[src/design/yolo_region_decode_top_defines.svh]
// Assertion helpers shared by the decode block.
`ifndef YOLO_REGION_DECODE_TOP_DEFINES_SVH
`define YOLO_REGION_DECODE_TOP_DEFINES_SVH

// Same-cycle implication, disabled in reset.
`define YRD_ASSERT_IMPLY(label, clk, rst_n, ante, cons) \
    label: assert property (@(posedge clk) disable iff (!rst_n) (ante) |-> (cons)) \
        else $error("yrd check failed");

// Next-cycle implication, disabled in reset.
`define YRD_ASSERT_NEXT(label, clk, rst_n, ante, cons) \
    label: assert property (@(posedge clk) disable iff (!rst_n) (ante) |=> (cons)) \
        else $error("yrd check failed");

`endif

[src/design/yrd_pkg.sv]
package yrd_pkg;

    // Default sizing limits
    localparam int MAX_CLASSES_DEF = 16;
    localparam int MAX_GRID_DEF    = 128;
    localparam int MAX_ANCHORS_DEF = 4;

    // Record layout: four box terms, objectness, then class scores
    localparam int FIELD_OBJ  = 4;
    localparam int FIELD_CLS0 = 5;

    // Fixed-point constants
    localparam logic [17:0] LOG2E_Q16 = 18'd94548;
    localparam logic [19:0] SIZE_SAT  = 20'hFFFFF;

    // Register reset values
    localparam logic [7:0]  RST_GRID_W    = 8'd13;
    localparam logic [7:0]  RST_GRID_H    = 8'd13;
    localparam logic [2:0]  RST_ANCHORS   = 3'd3;
    localparam logic [4:0]  RST_CLASSES   = 5'd7;
    localparam logic [15:0] RST_THRESHOLD = 16'd3277;
    localparam logic [47:0] RST_ANCHOR_W  = 48'd12816264201120;
    localparam logic [47:0] RST_ANCHOR_H  = 48'd11201378517712;

    // Configuration register indexes
    typedef enum logic [2:0] {
        CFG_GRID_W    = 3'd0,
        CFG_GRID_H    = 3'd1,
        CFG_ANCHORS   = 3'd2,
        CFG_CLASSES   = 3'd3,
        CFG_THRESHOLD = 3'd4,
        CFG_ANCHOR_W  = 3'd5,
        CFG_ANCHOR_H  = 3'd6
    } cfg_idx_t;

    // Which value of the record is being worked on
    typedef enum logic [2:0] {
        PH_OBJ = 3'd0,
        PH_TX  = 3'd1,
        PH_TY  = 3'd2,
        PH_TW  = 3'd3,
        PH_TH  = 3'd4,
        PH_CLS = 3'd5
    } phase_t;

    // Datapath operation for the current cycle
    typedef enum logic [3:0] {
        OP_NONE    = 4'd0,
        OP_CAPTURE = 4'd1,
        OP_EXP1    = 4'd2,
        OP_EXP2    = 4'd3,
        OP_SIGLOAD = 4'd4,
        OP_SIGSAVE = 4'd5,
        OP_THRESH  = 4'd6,
        OP_XYLOAD  = 4'd7,
        OP_BOXMUL  = 4'd8,
        OP_BOXLOAD = 4'd9,
        OP_DIVSTEP = 4'd10,
        OP_BOXSAVE = 4'd11,
        OP_PMUL    = 4'd12,
        OP_OUTLOAD = 4'd13
    } op_t;

    // Kind of the captured request
    typedef enum logic [1:0] {
        KIND_TERM = 2'd0,
        KIND_OBJ  = 2'd1,
        KIND_CLS  = 2'd2
    } kind_t;

    typedef struct packed {
        op_t    op;
        phase_t phase;
    } yrd_cmd_t;

    typedef struct packed {
        kind_t kind;
        logic  div_done;
        logic  obj_pass;
        logic  out_free;
    } yrd_status_t;

    // 2^(i/16) in Q16, seventeen entries
    function automatic logic [17:0] pow2_frac(input logic [4:0] idx);
        logic [17:0] v;
        case (idx)
            5'd0:    v = 18'd65536;
            5'd1:    v = 18'd68438;
            5'd2:    v = 18'd71468;
            5'd3:    v = 18'd74632;
            5'd4:    v = 18'd77936;
            5'd5:    v = 18'd81386;
            5'd6:    v = 18'd84990;
            5'd7:    v = 18'd88753;
            5'd8:    v = 18'd92682;
            5'd9:    v = 18'd96785;
            5'd10:   v = 18'd101070;
            5'd11:   v = 18'd105545;
            5'd12:   v = 18'd110218;
            5'd13:   v = 18'd115098;
            5'd14:   v = 18'd120194;
            5'd15:   v = 18'd125515;
            default: v = 18'd131072;
        endcase
        return v;
    endfunction

endpackage

[src/design/yrd_ctrl.sv]
module yrd_ctrl
    import yrd_pkg::*;
(
    input  logic        clk,
    input  logic        rst_n,
    input  logic        in_tvalid,
    output logic        in_tready,
    input  yrd_status_t status,
    output yrd_cmd_t    cmd
);

    typedef enum logic [14:0] {
        S_IDLE     = 15'b000000000000001,
        S_DISPATCH = 15'b000000000000010,
        S_EXP1     = 15'b000000000000100,
        S_EXP2     = 15'b000000000001000,
        S_SIGLOAD  = 15'b000000000010000,
        S_SIGDIV   = 15'b000000000100000,
        S_SIGSAVE  = 15'b000000001000000,
        S_THRESH   = 15'b000000010000000,
        S_XYLOAD   = 15'b000000100000000,
        S_BOXMUL   = 15'b000001000000000,
        S_BOXLOAD  = 15'b000010000000000,
        S_BOXDIV   = 15'b000100000000000,
        S_BOXSAVE  = 15'b001000000000000,
        S_PMUL     = 15'b010000000000000,
        S_OUTW     = 15'b100000000000000
    } state_t;

    state_t state_reg, state_next;
    phase_t phase_reg, phase_next;

    // Hold state and phase
    always_ff @(posedge clk or negedge rst_n)
    begin
        if (!rst_n)
        begin
            state_reg <= S_IDLE;
            phase_reg <= PH_OBJ;
        end
        else
        begin
            state_reg <= state_next;
            phase_reg <= phase_next;
        end
    end

    // Sequence the record decode
    always_comb
    begin
        state_next = state_reg;
        phase_next = phase_reg;
        cmd.op     = OP_NONE;
        cmd.phase  = phase_reg;
        in_tready  = 1'b0;
        case (state_reg)
            S_IDLE:
            begin
                in_tready = 1'b1;
                if (in_tvalid)
                begin
                    cmd.op     = OP_CAPTURE;
                    state_next = S_DISPATCH;
                end
            end
            S_DISPATCH:
            begin
                case (status.kind)
                    KIND_OBJ:
                    begin
                        phase_next = PH_OBJ;
                        state_next = S_EXP1;
                    end
                    KIND_CLS:
                    begin
                        phase_next = PH_CLS;
                        state_next = S_EXP1;
                    end
                    default: state_next = S_IDLE;
                endcase
            end
            S_EXP1:
            begin
                cmd.op     = OP_EXP1;
                state_next = S_EXP2;
            end
            S_EXP2:
            begin
                cmd.op     = OP_EXP2;
                state_next = (phase_reg == PH_TW || phase_reg == PH_TH) ? S_BOXMUL : S_SIGLOAD;
            end
            S_SIGLOAD:
            begin
                cmd.op     = OP_SIGLOAD;
                state_next = S_SIGDIV;
            end
            S_SIGDIV:
            begin
                cmd.op = OP_DIVSTEP;
                if (status.div_done)
                begin
                    state_next = S_SIGSAVE;
                end
            end
            S_SIGSAVE:
            begin
                cmd.op = OP_SIGSAVE;
                case (phase_reg)
                    PH_OBJ:  state_next = S_THRESH;
                    PH_CLS:  state_next = S_PMUL;
                    default: state_next = S_XYLOAD;
                endcase
            end
            S_THRESH:
            begin
                cmd.op = OP_THRESH;
                if (status.obj_pass)
                begin
                    phase_next = PH_TX;
                    state_next = S_EXP1;
                end
                else
                begin
                    state_next = S_IDLE;
                end
            end
            S_XYLOAD:
            begin
                cmd.op     = OP_XYLOAD;
                state_next = S_BOXDIV;
            end
            S_BOXMUL:
            begin
                cmd.op     = OP_BOXMUL;
                state_next = S_BOXLOAD;
            end
            S_BOXLOAD:
            begin
                cmd.op     = OP_BOXLOAD;
                state_next = S_BOXDIV;
            end
            S_BOXDIV:
            begin
                cmd.op = OP_DIVSTEP;
                if (status.div_done)
                begin
                    state_next = S_BOXSAVE;
                end
            end
            S_BOXSAVE:
            begin
                cmd.op     = OP_BOXSAVE;
                state_next = S_EXP1;
                case (phase_reg)
                    PH_TX: phase_next = PH_TY;
                    PH_TY: phase_next = PH_TW;
                    PH_TW: phase_next = PH_TH;
                    default: state_next = S_IDLE;
                endcase
            end
            S_PMUL:
            begin
                cmd.op     = OP_PMUL;
                state_next = S_OUTW;
            end
            S_OUTW:
            begin
                if (status.out_free)
                begin
                    cmd.op     = OP_OUTLOAD;
                    state_next = S_IDLE;
                end
            end
            default: state_next = S_IDLE;
        endcase
    end

endmodule

[src/design/yrd_datapath.sv]
`include "yolo_region_decode_top_defines.svh"

module yrd_datapath
    import yrd_pkg::*;
#(
    parameter int MAX_CLASSES = MAX_CLASSES_DEF,
    parameter int MAX_GRID    = MAX_GRID_DEF,
    parameter int MAX_ANCHORS = MAX_ANCHORS_DEF
)
(
    input  logic          clk,
    input  logic          rst_n,
    input  logic          cfg_wr_en,
    input  logic [2:0]    cfg_index,
    input  logic [47:0]   cfg_data,
    input  logic [15:0]   in_raw_value,
    input  logic          in_start,
    input  yrd_cmd_t      cmd,
    output yrd_status_t   status,
    input  logic          out_tready,
    output logic          out_tvalid,
    output logic [111:0]  out_tdata,
    output logic          out_tlast
);

    localparam int FP_W   = $clog2(MAX_CLASSES + FIELD_CLS0);
    localparam int AN_W   = (MAX_ANCHORS > 1) ? $clog2(MAX_ANCHORS) : 1;
    localparam int COL_W  = (MAX_GRID > 1) ? $clog2(MAX_GRID) : 1;
    localparam int CMP_W  = ((COL_W > 8) ? COL_W : 8) + 1;
    localparam int XY_QB  = COL_W + 17;
    localparam int QB     = (XY_QB > 20) ? XY_QB : 20;
    localparam int QCNT_W = $clog2(QB + 1);
    localparam int DIV_W  = (COL_W + 24 > 57) ? COL_W + 24 : 57;

    localparam logic [CMP_W-1:0] C_OBJ  = CMP_W'(FIELD_OBJ);
    localparam logic [CMP_W-1:0] C_CLS0 = CMP_W'(FIELD_CLS0);

    // Configuration registers
    logic [7:0]  gw_reg, gh_reg;
    logic [2:0]  na_reg;
    logic [4:0]  nc_reg;
    logic [15:0] thr_reg;
    logic [47:0] aw_reg, ah_reg;

    // Position counters and captured request
    logic [FP_W-1:0]  fp_reg, fp_next, fp0, cur_fp_reg;
    logic [AN_W-1:0]  an_reg, an_next, an0, cur_an_reg;
    logic [COL_W-1:0] col_reg, col_next, col0, cur_col_reg;
    logic [COL_W-1:0] row_reg, row_next, row0, cur_row_reg;
    logic [15:0]      raw_reg;
    kind_t            kind_reg, kind0;
    logic [15:0]      terms [4];

    // Arithmetic registers
    logic signed [33:0] u_reg;
    logic signed [9:0]  p_reg;
    logic [16:0]        mant_reg;
    logic [32:0]        prod_reg;
    logic [DIV_W-1:0]   rem_reg, d_reg;
    logic [QB-1:0]      q_reg;
    logic [QCNT_W-1:0]  cnt_reg;
    logic [15:0]        sig_reg, obj_reg, prob_reg;
    logic [19:0]        box0_reg, box1_reg, box2_reg, box3_reg;

    // Result register
    logic        out_valid_reg;
    logic [3:0]  o_ci_reg;
    logic [15:0] o_prob_reg, o_x_reg, o_y_reg, o_obj_reg;
    logic [19:0] o_w_reg, o_h_reg;
    logic        o_last_reg;

    // Clamp registers to their legal ranges
    logic [7:0] gw_eff, gh_eff;
    logic [2:0] na_eff;
    logic [4:0] nc_eff;
    assign gw_eff = (gw_reg == 8'd0) ? 8'd1 :
                    ((32'(gw_reg) > MAX_GRID) ? 8'(MAX_GRID) : gw_reg);
    assign gh_eff = (gh_reg == 8'd0) ? 8'd1 :
                    ((32'(gh_reg) > MAX_GRID) ? 8'(MAX_GRID) : gh_reg);
    assign na_eff = (na_reg == 3'd0) ? 3'd1 :
                    ((32'(na_reg) > MAX_ANCHORS) ? 3'(MAX_ANCHORS) : na_reg);
    assign nc_eff = (nc_reg == 5'd0) ? 5'd1 :
                    ((32'(nc_reg) > MAX_CLASSES) ? 5'(MAX_CLASSES) : nc_reg);

    // Position of the incoming request and counter advance
    logic [CMP_W-1:0] fp1, an1, col1, row1;
    logic             fp_wrap, an_wrap, col_wrap;
    always_comb
    begin
        fp0  = in_start ? '0 : fp_reg;
        an0  = in_start ? '0 : an_reg;
        col0 = in_start ? '0 : col_reg;
        row0 = in_start ? '0 : row_reg;
        if (CMP_W'(fp0) < C_OBJ)
            kind0 = KIND_TERM;
        else if (CMP_W'(fp0) == C_OBJ)
            kind0 = KIND_OBJ;
        else
            kind0 = KIND_CLS;
        fp1      = CMP_W'(fp0) + CMP_W'(1);
        an1      = CMP_W'(an0) + CMP_W'(1);
        col1     = CMP_W'(col0) + CMP_W'(1);
        row1     = CMP_W'(row0) + CMP_W'(1);
        fp_wrap  = fp1 >= (CMP_W'(nc_eff) + C_CLS0);
        an_wrap  = an1 >= CMP_W'(na_eff);
        col_wrap = col1 >= CMP_W'(gw_eff);
        fp_next  = fp_wrap ? '0 : fp1[FP_W-1:0];
        an_next  = an0;
        col_next = col0;
        row_next = row0;
        if (fp_wrap)
        begin
            an_next = an_wrap ? '0 : an1[AN_W-1:0];
            if (an_wrap)
            begin
                col_next = col_wrap ? '0 : col1[COL_W-1:0];
                if (col_wrap)
                begin
                    row_next = (row1 >= CMP_W'(gh_eff)) ? '0 : row1[COL_W-1:0];
                end
            end
        end
    end

    // Select the exponent operand for the current phase
    logic [15:0]        base;
    logic signed [16:0] base_ext, t_val;
    logic               neg_op;
    always_comb
    begin
        case (cmd.phase)
            PH_TX:   base = terms[0];
            PH_TY:   base = terms[1];
            PH_TW:   base = terms[2];
            PH_TH:   base = terms[3];
            default: base = raw_reg;
        endcase
        neg_op   = !(cmd.phase == PH_TW || cmd.phase == PH_TH);
        base_ext = $signed({base[15], base});
        t_val    = neg_op ? -base_ext : base_ext;
    end

    // Scale by log2(e)
    logic signed [35:0] u_full;
    assign u_full = t_val * $signed({1'b0, LOG2E_Q16});

    // Interpolate 2^fraction
    logic [3:0]  e_idx;
    logic [11:0] e_r;
    logic [17:0] tab_lo, tab_hi, tab_diff;
    logic [24:0] interp;
    logic [17:0] mant_full;
    always_comb
    begin
        e_idx     = u_reg[23:20];
        e_r       = u_reg[19:8];
        tab_lo    = pow2_frac({1'b0, e_idx});
        tab_hi    = pow2_frac({1'b0, e_idx} + 5'd1);
        tab_diff  = tab_hi - tab_lo;
        interp    = tab_diff[12:0] * e_r;
        mant_full = tab_lo + 18'(interp >> 12);
    end

    // Sigmoid denominator and numerator
    logic [9:0]  neg_p;
    logic [40:0] e_val, den, sig_num;
    always_comb
    begin
        neg_p = 10'(-p_reg);
        if (p_reg > 10'sd23)
            e_val = 41'h1 << 40;
        else if (p_reg >= 10'sd0)
            e_val = 41'(mant_reg) << p_reg[4:0];
        else if (p_reg > -10'sd32)
            e_val = 41'(mant_reg >> neg_p[4:0]);
        else
            e_val = '0;
        den     = 41'd65536 + e_val;
        sig_num = 41'h1_0000_0000 + (den >> 1);
    end

    // Grid and anchor selection
    logic [7:0]       gsel;
    logic [COL_W-1:0] csel;
    logic [47:0]      anchors;
    logic [15:0]      anchor;
    always_comb
    begin
        gsel    = (cmd.phase == PH_TX || cmd.phase == PH_TW) ? gw_eff : gh_eff;
        csel    = (cmd.phase == PH_TX) ? cur_col_reg : cur_row_reg;
        anchors = (cmd.phase == PH_TW) ? aw_reg : ah_reg;
        case (cur_an_reg)
            AN_W'(0): anchor = anchors[15:0];
            AN_W'(1): anchor = anchors[31:16];
            AN_W'(2): anchor = anchors[47:32];
            default:  anchor = 16'd0;
        endcase
    end

    // Box size scaling before the divide
    logic signed [10:0] s_val, ns_val;
    logic [52:0]        box_num, box_bound;
    always_comb
    begin
        s_val     = $signed({p_reg[9], p_reg}) - 11'sd8;
        ns_val    = -s_val;
        box_bound = 53'(gsel) << 20;
        if (s_val >= 11'sd0)
            box_num = 53'(prod_reg) << s_val[4:0];
        else if (ns_val >= 11'sd33)
            box_num = '0;
        else
            box_num = 53'(prod_reg) >> ns_val[5:0];
    end

    // Class probability product
    logic [31:0] pm;
    assign pm = obj_reg * sig_reg;

    // Configuration writes, counters and control registers
    always_ff @(posedge clk or negedge rst_n)
    begin
        if (!rst_n)
        begin
            gw_reg        <= RST_GRID_W;
            gh_reg        <= RST_GRID_H;
            na_reg        <= RST_ANCHORS;
            nc_reg        <= RST_CLASSES;
            thr_reg       <= RST_THRESHOLD;
            aw_reg        <= RST_ANCHOR_W;
            ah_reg        <= RST_ANCHOR_H;
            fp_reg        <= '0;
            an_reg        <= '0;
            col_reg       <= '0;
            row_reg       <= '0;
            cnt_reg       <= '0;
            obj_reg       <= '0;
            box0_reg      <= '0;
            box1_reg      <= '0;
            box2_reg      <= '0;
            box3_reg      <= '0;
            out_valid_reg <= 1'b0;
        end
        else
        begin
            if (cfg_wr_en)
            begin
                case (cfg_index)
                    CFG_GRID_W:    gw_reg  <= cfg_data[7:0];
                    CFG_GRID_H:    gh_reg  <= cfg_data[7:0];
                    CFG_ANCHORS:   na_reg  <= cfg_data[2:0];
                    CFG_CLASSES:   nc_reg  <= cfg_data[4:0];
                    CFG_THRESHOLD: thr_reg <= cfg_data[15:0];
                    CFG_ANCHOR_W:  aw_reg  <= cfg_data;
                    CFG_ANCHOR_H:  ah_reg  <= cfg_data;
                    default: ;
                endcase
            end
            if (cmd.op == OP_CAPTURE)
            begin
                fp_reg  <= fp_next;
                an_reg  <= an_next;
                col_reg <= col_next;
                row_reg <= row_next;
            end
            // Load or advance the shared divider count
            case (cmd.op)
                OP_SIGLOAD: cnt_reg <= QCNT_W'(17);
                OP_XYLOAD:  cnt_reg <= QCNT_W'(XY_QB);
                OP_BOXLOAD:
                begin
                    if (prod_reg == '0 || s_val > 11'sd20 || box_num >= box_bound)
                        cnt_reg <= '0;
                    else
                        cnt_reg <= QCNT_W'(20);
                end
                OP_DIVSTEP:
                begin
                    if (cnt_reg != '0)
                        cnt_reg <= cnt_reg - QCNT_W'(1);
                end
                default: ;
            endcase
            // Objectness gate keeps a passing score, else clears the record
            if (cmd.op == OP_THRESH)
            begin
                if (sig_reg > thr_reg)
                begin
                    obj_reg <= sig_reg;
                end
                else
                begin
                    obj_reg  <= '0;
                    box0_reg <= '0;
                    box1_reg <= '0;
                    box2_reg <= '0;
                    box3_reg <= '0;
                end
            end
            if (cmd.op == OP_BOXSAVE)
            begin
                case (cmd.phase)
                    PH_TX:   box0_reg <= q_reg[19:0];
                    PH_TY:   box1_reg <= q_reg[19:0];
                    PH_TW:   box2_reg <= q_reg[19:0];
                    default: box3_reg <= q_reg[19:0];
                endcase
            end
            // Hold the result until taken
            if (cmd.op == OP_OUTLOAD)
                out_valid_reg <= 1'b1;
            else if (out_tready)
                out_valid_reg <= 1'b0;
        end
    end

    // Payload registers
    always_ff @(posedge clk)
    begin
        if (cmd.op == OP_CAPTURE)
        begin
            cur_fp_reg  <= fp0;
            cur_an_reg  <= an0;
            cur_col_reg <= col0;
            cur_row_reg <= row0;
            raw_reg     <= in_raw_value;
            kind_reg    <= kind0;
            if (kind0 == KIND_TERM)
                terms[fp0[1:0]] <= in_raw_value;
        end
        case (cmd.op)
            OP_EXP1: u_reg <= u_full[33:0];
            OP_EXP2:
            begin
                p_reg    <= u_reg[33:24];
                mant_reg <= mant_full[16:0];
            end
            OP_SIGLOAD:
            begin
                rem_reg <= DIV_W'(sig_num);
                d_reg   <= DIV_W'(den) << 16;
                q_reg   <= '0;
            end
            OP_SIGSAVE: sig_reg <= (|q_reg[QB-1:16]) ? 16'hFFFF : q_reg[15:0];
            OP_XYLOAD:
            begin
                rem_reg <= DIV_W'({csel, 16'h0000}) + DIV_W'(sig_reg);
                d_reg   <= DIV_W'(gsel) << (XY_QB - 1);
                q_reg   <= '0;
            end
            OP_BOXMUL: prod_reg <= mant_reg * anchor;
            OP_BOXLOAD:
            begin
                rem_reg <= DIV_W'(box_num);
                d_reg   <= DIV_W'(gsel) << 19;
                if (prod_reg == '0)
                    q_reg <= '0;
                else if (s_val > 11'sd20 || box_num >= box_bound)
                    q_reg <= QB'(SIZE_SAT);
                else
                    q_reg <= '0;
            end
            OP_DIVSTEP:
            begin
                // One quotient bit per cycle
                if (cnt_reg != '0)
                begin
                    if (rem_reg >= d_reg)
                    begin
                        rem_reg <= rem_reg - d_reg;
                        q_reg   <= {q_reg[QB-2:0], 1'b1};
                    end
                    else
                    begin
                        q_reg <= {q_reg[QB-2:0], 1'b0};
                    end
                    d_reg <= d_reg >> 1;
                end
            end
            OP_PMUL:
            begin
                if (pm[31:16] <= thr_reg || obj_reg == 16'd0)
                    prob_reg <= '0;
                else
                    prob_reg <= pm[31:16];
            end
            OP_OUTLOAD:
            begin
                o_ci_reg   <= 4'(CMP_W'(cur_fp_reg) - C_CLS0);
                o_prob_reg <= prob_reg;
                o_x_reg    <= box0_reg[15:0];
                o_y_reg    <= box1_reg[15:0];
                o_w_reg    <= box2_reg;
                o_h_reg    <= box3_reg;
                o_obj_reg  <= obj_reg;
                o_last_reg <= CMP_W'(cur_fp_reg) >= (CMP_W'(nc_eff) + C_OBJ);
            end
            default: ;
        endcase
    end

    // Status toward the controller
    assign status.kind     = kind_reg;
    assign status.div_done = (cnt_reg == '0);
    assign status.obj_pass = (sig_reg > thr_reg);
    assign status.out_free = !out_valid_reg || out_tready;

    assign out_tvalid = out_valid_reg;
    assign out_tlast  = o_last_reg;
    assign out_tdata  = {4'b0000, o_obj_reg, o_h_reg, o_w_reg, o_y_reg, o_x_reg,
                         o_prob_reg, o_ci_reg};

    `YRD_ASSERT_IMPLY(a_no_overwrite, clk, rst_n, (cmd.op == OP_OUTLOAD),
        (!out_valid_reg || out_tready))
    `YRD_ASSERT_NEXT(a_gate_clears, clk, rst_n,
        (cmd.op == OP_THRESH && !(sig_reg > thr_reg)), (obj_reg == 16'd0))
    `YRD_ASSERT_NEXT(a_div_count, clk, rst_n, (cmd.op == OP_DIVSTEP && cnt_reg != '0),
        (cnt_reg == $past(cnt_reg) - QCNT_W'(1)))

endmodule

[src/design/yolo_region_decode_top.sv]
// Channel   | Direction | Payload
// s_axis    | in        | tdata: raw_value[15:0]; tuser: start_of_map
// m_axis    | out       | tdata: class/box fields; tlast: last_of_anchor
// cfg       | in        | write enable, register index, 48-bit data
//
// A box term is only captured. A class score takes one sigmoid divide
// (17 steps) plus any wait for the output register. Objectness takes one
// sigmoid divide when gated off; when it passes, three sigmoid divides, two
// box-centre divides and two box-size divides run on the one shared radix-2
// divider (a saturating size skips its divide).
// Reset restores the register defaults and clears the counters, objectness,
// box values and output valid. A result held on m_axis does not block a new
// request; only the next result waits for the output register to empty.
module yolo_region_decode_top
    import yrd_pkg::*;
#(
    parameter int MAX_CLASSES = MAX_CLASSES_DEF,
    parameter int MAX_GRID    = MAX_GRID_DEF,
    parameter int MAX_ANCHORS = MAX_ANCHORS_DEF
)
(
    input  logic         clk,
    input  logic         rst_n,
    input  logic         cfg_wr_en,
    input  logic [2:0]   cfg_index,
    input  logic [47:0]  cfg_data,
    input  logic         s_axis_tvalid,
    output logic         s_axis_tready,
    input  logic [15:0]  s_axis_tdata,   // raw_value[15:0]
    input  logic         s_axis_tuser,   // start_of_map
    output logic         m_axis_tvalid,
    input  logic         m_axis_tready,
    // class_num[3:0], class_prob[19:4], box_x[35:20], box_y[51:36],
    // box_w[71:52], box_h[91:72], objectness[107:92], zero pad[111:108]
    output logic [111:0] m_axis_tdata,
    output logic         m_axis_tlast
);

    yrd_cmd_t    cmd;
    yrd_status_t status;

    // Sequencer
    yrd_ctrl u_ctrl (
        .clk       (clk),
        .rst_n     (rst_n),
        .in_tvalid (s_axis_tvalid),
        .in_tready (s_axis_tready),
        .status    (status),
        .cmd       (cmd)
    );

    // Counters, arithmetic and result register
    yrd_datapath #(
        .MAX_CLASSES (MAX_CLASSES),
        .MAX_GRID    (MAX_GRID),
        .MAX_ANCHORS (MAX_ANCHORS)
    ) u_datapath (
        .clk          (clk),
        .rst_n        (rst_n),
        .cfg_wr_en    (cfg_wr_en),
        .cfg_index    (cfg_index),
        .cfg_data     (cfg_data),
        .in_raw_value (s_axis_tdata),
        .in_start     (s_axis_tuser),
        .cmd          (cmd),
        .status       (status),
        .out_tready   (m_axis_tready),
        .out_tvalid   (m_axis_tvalid),
        .out_tdata    (m_axis_tdata),
        .out_tlast    (m_axis_tlast)
    );

endmodule

[config.mk]
export PLATFORM = sky130hd
export DESIGN_NAME = yolo_region_decode_top
export DESIGN_NICKNAME = d
export VERILOG_FILES = /design/src/design/yrd_pkg.sv /design/src/design/yrd_ctrl.sv /design/src/design/yrd_datapath.sv /design/src/design/yolo_region_decode_top.sv
export VERILOG_INCLUDE_DIRS = /design/src /design/src/design
export SDC_FILE = /design/constraint.sdc
export NUM_CORES = 2
export LEC_CHECK = 0
export BUFFER_PORTS_ARGS = -buffer_cell sky130_fd_sc_hd__buf_2
export CAP_MARGIN = 10
export CORE_MARGIN = 2
export CORE_UTILIZATION = 45
export DETAILED_ROUTE_END_ITERATION = 10
export PLACE_DENSITY_LB_ADDON = 0.1
export SLEW_MARGIN = 20
export SYNTH_ARGS = -nofsm -noshare
export SYNTH_HDL_FRONTEND = slang
export SYNTH_SLANG_ARGS = --single-unit
[constraint.sdc]
create_clock -name clk -period 14.2 [get_ports clk]
set_input_delay 2.13 -clock clk [delete_from_list [all_inputs] [get_ports clk]]
set_output_delay 2.13 -clock clk [all_outputs]
set_load 0.02 [all_outputs]
# Word-level counts from Yosys, hierarchy flattened
# Memory sizes are Yosys's and may differ from the RTL's. A register that Yosys moved wholly into a read port is not among the register bits.
# Cells that the tools add are included.
# word_totals
ram_bits,64
rom_bits,512
elab_cells,278
output_inout_bits,115
mem_count,3
input_bits,73
ff_bits,687
# op_classes
n_shift,4
order_cmp,20
mux,90
reduce_logical,42
n_eq_ne,53
add_sub_neg,19
n_mul,4
# mem_list
memory,words,width,read_ports,rd_clocked_by_memory_dff,write_ports,line_no,rtl
(name not given),16,16,1,1,0,yrd_pkg.sv:86,case (idx)
(name not given),16,16,1,0,0,yrd_pkg.sv:86,
u_datapath.terms,4,16,4,0,1,yrd_datapath.sv:52,logic [15:0] terms [4];
# op_table
op,count
57-bit one-hot mux with 4 select lines,2
20-bit 2-to-1 mux,17
15-bit one-hot mux with 14 select lines,1
57-bit 2-to-1 mux,3
41-bit 2-to-1 mux,3
53-bit 2-to-1 mux,2
24-bit one-hot mux with 3 select lines,1
7-bit 2-to-1 mux,10
16-bit one-hot mux with 4 select lines,1
15-bit 2-to-1 mux,4
57-bit greater-or-equal comparator,1
57-bit subtractor,1
53-bit by 28-bit greater-or-equal comparator with 1-bit output,1
33-bit by 5-bit << shifter with 53-bit output,1
33-bit by 6-bit right shift with 53-bit output,1
4-bit one-hot mux with 13 select lines,1
24-bit 2-to-1 mux,2
48-bit 2-to-1 mux,1
16-bit one-hot mux with 3 select lines,1
17-bit by 41-bit adder with 41-bit output (first input constant),1
33-bit by 40-bit adder with 41-bit output (first input constant),1
17-bit by 5-bit << shifter with 41-bit output,1
17-bit by 5-bit right shift with 41-bit output,1
8-bit 2-to-1 mux,5
93 further kinds,169

# Logic depth before layout (Yosys ltp)
# depth
word_depth,10
ltp_mapped,50
depth_no_buf,48

# Hierarchy
# From an unflattened synthesis, not the netlist that was laid out.
# hier_totals
cells_unflattened,7223
hier_area_um2,71056.9
# by_module_without_submodules
mod,seq_area_each_um2,n_inst,area_per_inst_um2,cells_per_inst
yrd_datapath,20709.9,1,69824.5,7083
yrd_ctrl,451.7,1,1232.4,140

# Worst setup path before layout
# OpenSTA, ideal clock, no wires.
# synth_timing
path_kind,flip-flop to flip-flop
startpoint,reg u_datapath.u_reg[20]
endpoint,"reg u_datapath.mant_reg[15], data pin"
path_stages_with_launch,42
path_buffers,2
t_arrival_ps,9788
setup_ps,258
required_time_ps,13942
slack_ps,4154
cell_sequence,edfxtp_1 -> clkbuf_1 -> clkinv_1 -> ha_1 -> inv_1 -> mux4_2 -> nor2_1 -> ha_1 -> a21oi_1 -> a21boi_0 -> o21ai_0 -> a21boi_0 -> o21ai_0 -> nand2b_1 -> a21o_1 -> a21o_1 -> xor2_1 -> clkbuf_1 -> [6 not listed] -> inv_1 -> fa_1 -> inv_1 -> ha_1 -> nand2_1 -> o31ai_1 -> a41oi_1 -> a2111oi_0 -> o21a_1 -> o21ai_0 -> nand2b_1 -> xor2_1 -> ha_1 -> or4_1 -> a31o_2 -> a21o_1 -> nand3_1 -> xnor2_1
# synth_via
elab_chain_cells,6
# synth_lines
element,line_no,rtl
from (decl),yrd_datapath.sv:55,logic signed [33:0] u_reg;
from (signal assigned),yrd_datapath.sv:332,OP_EXP1: u_reg <= u_full[33:0];
4-bit by 1-bit adder with 5-bit output *,yrd_datapath.sv:158,"tab_hi = pow2_frac({1'b0, e_idx} + 5'd1);"
memory 16 x 16 bit,--,
13-bit 2-to-1 mux *,yrd_pkg.sv:86,
13-bit subtractor *,yrd_datapath.sv:159,tab_diff = tab_hi - tab_lo;
13-bit by 12-bit multiplier with 25-bit output *,yrd_datapath.sv:160,interp = tab_diff[12:0] * e_r;
17-bit by 13-bit adder with 17-bit output *,yrd_datapath.sv:161,mant_full = tab_lo + 18'(interp >> 12);
net u_datapath.mant_full[15],yrd_datapath.sv:152,logic [17:0] mant_full;
to (signal assigned),yrd_datapath.sv:336,mant_reg <= mant_full[16:0];
to (decl),yrd_datapath.sv:57,logic [16:0] mant_reg;
# Mark *: on every way through the listed nets, which the timed path passes. The rest lies on a longest branch.
# A chain may end at the register's enable or synchronous reset.

# Worst setup path in the final report
# layout_timing
startpoint,reg u_datapath.u_reg[21]
endpoint,"reg u_datapath.mant_reg[15], data pin"
# The elaborated chain is that of the path after synthesis.

==> impl_metrics.env <==
export IMPL_outcome="complete, no violations"
export IMPL_synthSimpleGateAreaFrac_pct=14.6
export IMPL_dieArea_um2=161000
export IMPL_cts_root_buf="clkbuf_16"
export IMPL_cts_setup_buffers=0
export IMPL_synth_top_cells_by_area="edfxtp_1 20%, fa_1 17%, ha_1 10%, dfrtp_1 7.9%, nand2_1 5.2%"
export IMPL_drv_cap=0
export IMPL_htreeDepth=3
export IMPL_core_area_um2=157000
export IMPL_grt_start_max_net_pins=125
export IMPL_die_w_um=401
export IMPL_cp_arrival_ps=11720
export IMPL_layout_commonest_cell="nand2_1"
export IMPL_synth_fa_ha_area_share_pct=27.1
export IMPL_overflow=0
export IMPL_ys_seq_area_share_pct=29.8
export IMPL_drv_slew=0
export IMPL_grt_total_usage_pct=26.0
export IMPL_finalCriticalPeriod_ps=11270
export IMPL_required_ps=14650
export IMPL_num_vias=53200
export IMPL_pin_count=188
export IMPL_initial_core_util_pct=45.4
export IMPL_ys_ff_latch=753
export IMPL_io_buffers=183
export IMPL_largest_reg_flops=64
export IMPL_netlist_area_um2=71100
export IMPL_synth_compound_area_share_pct=10.6
export IMPL_tightest_slew_ps=1110
export IMPL_fin_skew_ps=62.0
export IMPL_synthXorXnorAreaFrac_pct=2.98
export IMPL_clk_path_buf_depth=3
export IMPL_grt_pass1_vias=53900
export IMPL_synth_top_family_by_area="adder cells"
export IMPL_hold_class="reg -> reg"
export IMPL_drt_pre_antenna_iters=6
export IMPL_netlist_area_leader_share_pct=19.8
export IMPL_ctsResizeCount=0
export IMPL_hold_buffers=0
export IMPL_dp_hpwl_um=158000
export IMPL_area_growth_pct=8.45
export IMPL_fp_row_count=145
export IMPL_cts_buffers=89
export IMPL_via_per_inst=5.65
export IMPL_crit_buf_inv=5
export IMPL_antenna_found_initial=10
export IMPL_insertion_delay_ps=720
export IMPL_path_clk_slew_ps=60
export IMPL_fin_nets=8528
export IMPL_min_period_over_period_pct=79.4
export IMPL_seq_area_um2=21200
export IMPL_ys_async_sr_fraction_pct=35.7
export IMPL_num_fill_cells=14700
export IMPL_crit_slowest_cell="a2111oi_0"
export IMPL_synth_largest_area_cell="edfxtp_1"
export IMPL_cts_tree="yes"
export IMPL_fin_setup_tns_ps=0
export IMPL_yosys_warnings=0
export IMPL_critical_path_max_stage_delay_ps=710
export IMPL_layout_common_cells="991 x nand2_1, 888 x inv_1, 602 x fa_1"
export IMPL_finalSetupViolations=0
export IMPL_synthMuxAreaShare_pct=7.71
export IMPL_multi_input_area_um2=45000
export IMPL_path_class="reg -> reg"
export IMPL_syn_avg_cell_area_um2=9.79
export IMPL_hold_viol_final=0
export IMPL_ant_nets=0
export IMPL_endpoint_kind="flip-flop"
export IMPL_relSlewSlack_pct=25.5
export IMPL_synth_distinct_cells=112
export IMPL_gp_congestion=0.943
export IMPL_grt_pass1_wl_um=326000
export IMPL_fmax_mhz=88.7
export IMPL_drc_errors=0
export IMPL_critPathLaunchType="flip-flop"
export IMPL_rsz0062_at_grt="false"
export IMPL_drive_gt1_share_pct=11.8
export IMPL_dieHeight_um=401
export IMPL_syn_inst=7263
export IMPL_wl_per_cell_um=22.3
export IMPL_cp_max_fo=18
export IMPL_drt_iter0_drc=3959
export IMPL_wl_um=210000
export IMPL_crit_family="adder cells"
export IMPL_clkSinkCount=753
export IMPL_synthFlopType="edfxtp_1"
export IMPL_synth_edf_count=468
through the flow:
stage	cell area (µm²)	instances	setup slack (ps)	utilization (%)	hold slack [ps]
2_1_floorplan	71100	7266	4150	-	400
3_3_place_gp	74000	9245	2950	47.3	402
3_5_place_dp	74000	9245	2930	47.3	405
4_1_cts	77100	9412	2880	49.2	418
5_1_grt	77100	9414	1720	49.2	424
6_report	77100	9416	2930	49.2	416
cells by family after synthesis:
kind of cell,Yosys count
and+or+nand+nor,2206
buffers and inverters,1294
AOI/OAI and AO/OA,1186
adders and majority gates,1177
DFF,753
muxes,403
xor gates and xnor gates,242
other,2
metal layers:
| metal | global-route usage, % | share of wire (%) |
|---|---|---|
| met3 | 3.35 | 5.2 |
| met2 | 43.5 | 48 |
| met4 | 7.59 | 3.1 |
| met5 | 0 | 0.033 |
| met1 | 35.4 | 44 |
cells in the mapped netlist, types with 29 or more instances:
master and instances:
nand2_1 992, inv_1 890, fa_1 602, ha_1 575, edfxtp_1 468, nor2_1 390
o21ai_0 320, a21oi_1 287, clkbuf_1 283, and2_1 252, dfrtp_1 224, mux2_2 170
xnor2_1 160, mux2i_1 131, a21o_1 117, nand3_1 113, nor2b_1 91, mux4_2 85
xor2_1 82, o22ai_1 65, nand2b_1 63, nor3_1 63, a211oi_1 49, dfstp_2 45
buf_2 44, nand4_1 43, a31oi_1 38, nor4_1 33, o21a_1 32, or2_2 31
a22o_1 30, buf_1 29
worst reg2reg max path: cells and delay by family (launching register included):
| family | cells | cell delay (ps) |
|---|---|---|
| simple gates | 11 | 1640 |
| buf+inv | 5 | 490 |
| compound gates | 14 | 3370 |
| fa+ha+maj | 9 | 3990 |
| flops | 1 | 580 |
| xor+xnor | 4 | 970 |
path summary, 6_finish.rpt:
| kind | start | to | slack [ps] | depth (start not counted) |
|---|---|---|---|---|
| setup / recovery | u_datapath.u_reg[21]$_DFFE_PN_ | u_datapath.mant_reg[15]$_DFFE_PN_ | 2930 | 43 |
| hold / removal | u_datapath.u_reg[29]$_DFFE_PN_ | u_datapath.p_reg[5]$_DFFE_PN_ | 420 | 0 |
| setup reg to reg | u_datapath.u_reg[21]$_DFFE_PN_ | u_datapath.mant_reg[15]$_DFFE_PN_ | 2930 | 43 |
| hold reg to reg | u_datapath.u_reg[29]$_DFFE_PN_ | u_datapath.p_reg[5]$_DFFE_PN_ | 420 | 0 |
| max in group asynchronous | rst_n | u_datapath.obj_reg[5]$_DFFE_PN0N_ | 10580 | 3 |
| min in group asynchronous | rst_n | u_datapath.ah_reg[46]$_DFFE_PN0P_ | 1380 | 1 |
cell type report:
| cell class | instances | area share (%) |
|---|---|---|
| Multi-Input combinational cell | 5219 | 58.3 |
| Timing Repair Buffer | 316 | 2.51 |
| Inverter | 899 | 4.38 |
| Clock inverter | 48 | 0.846 |
| Antenna cell | 4 | 0.0130 |
| Clock buffer | 119 | 3.14 |
| Sequential cell | 753 | 27.5 |
| Tap cell | 2058 | 3.34 |
Power is left out: the tool's default activity adds up to more than one toggle a clock period on the data nets, which glitch-free logic cannot reach.
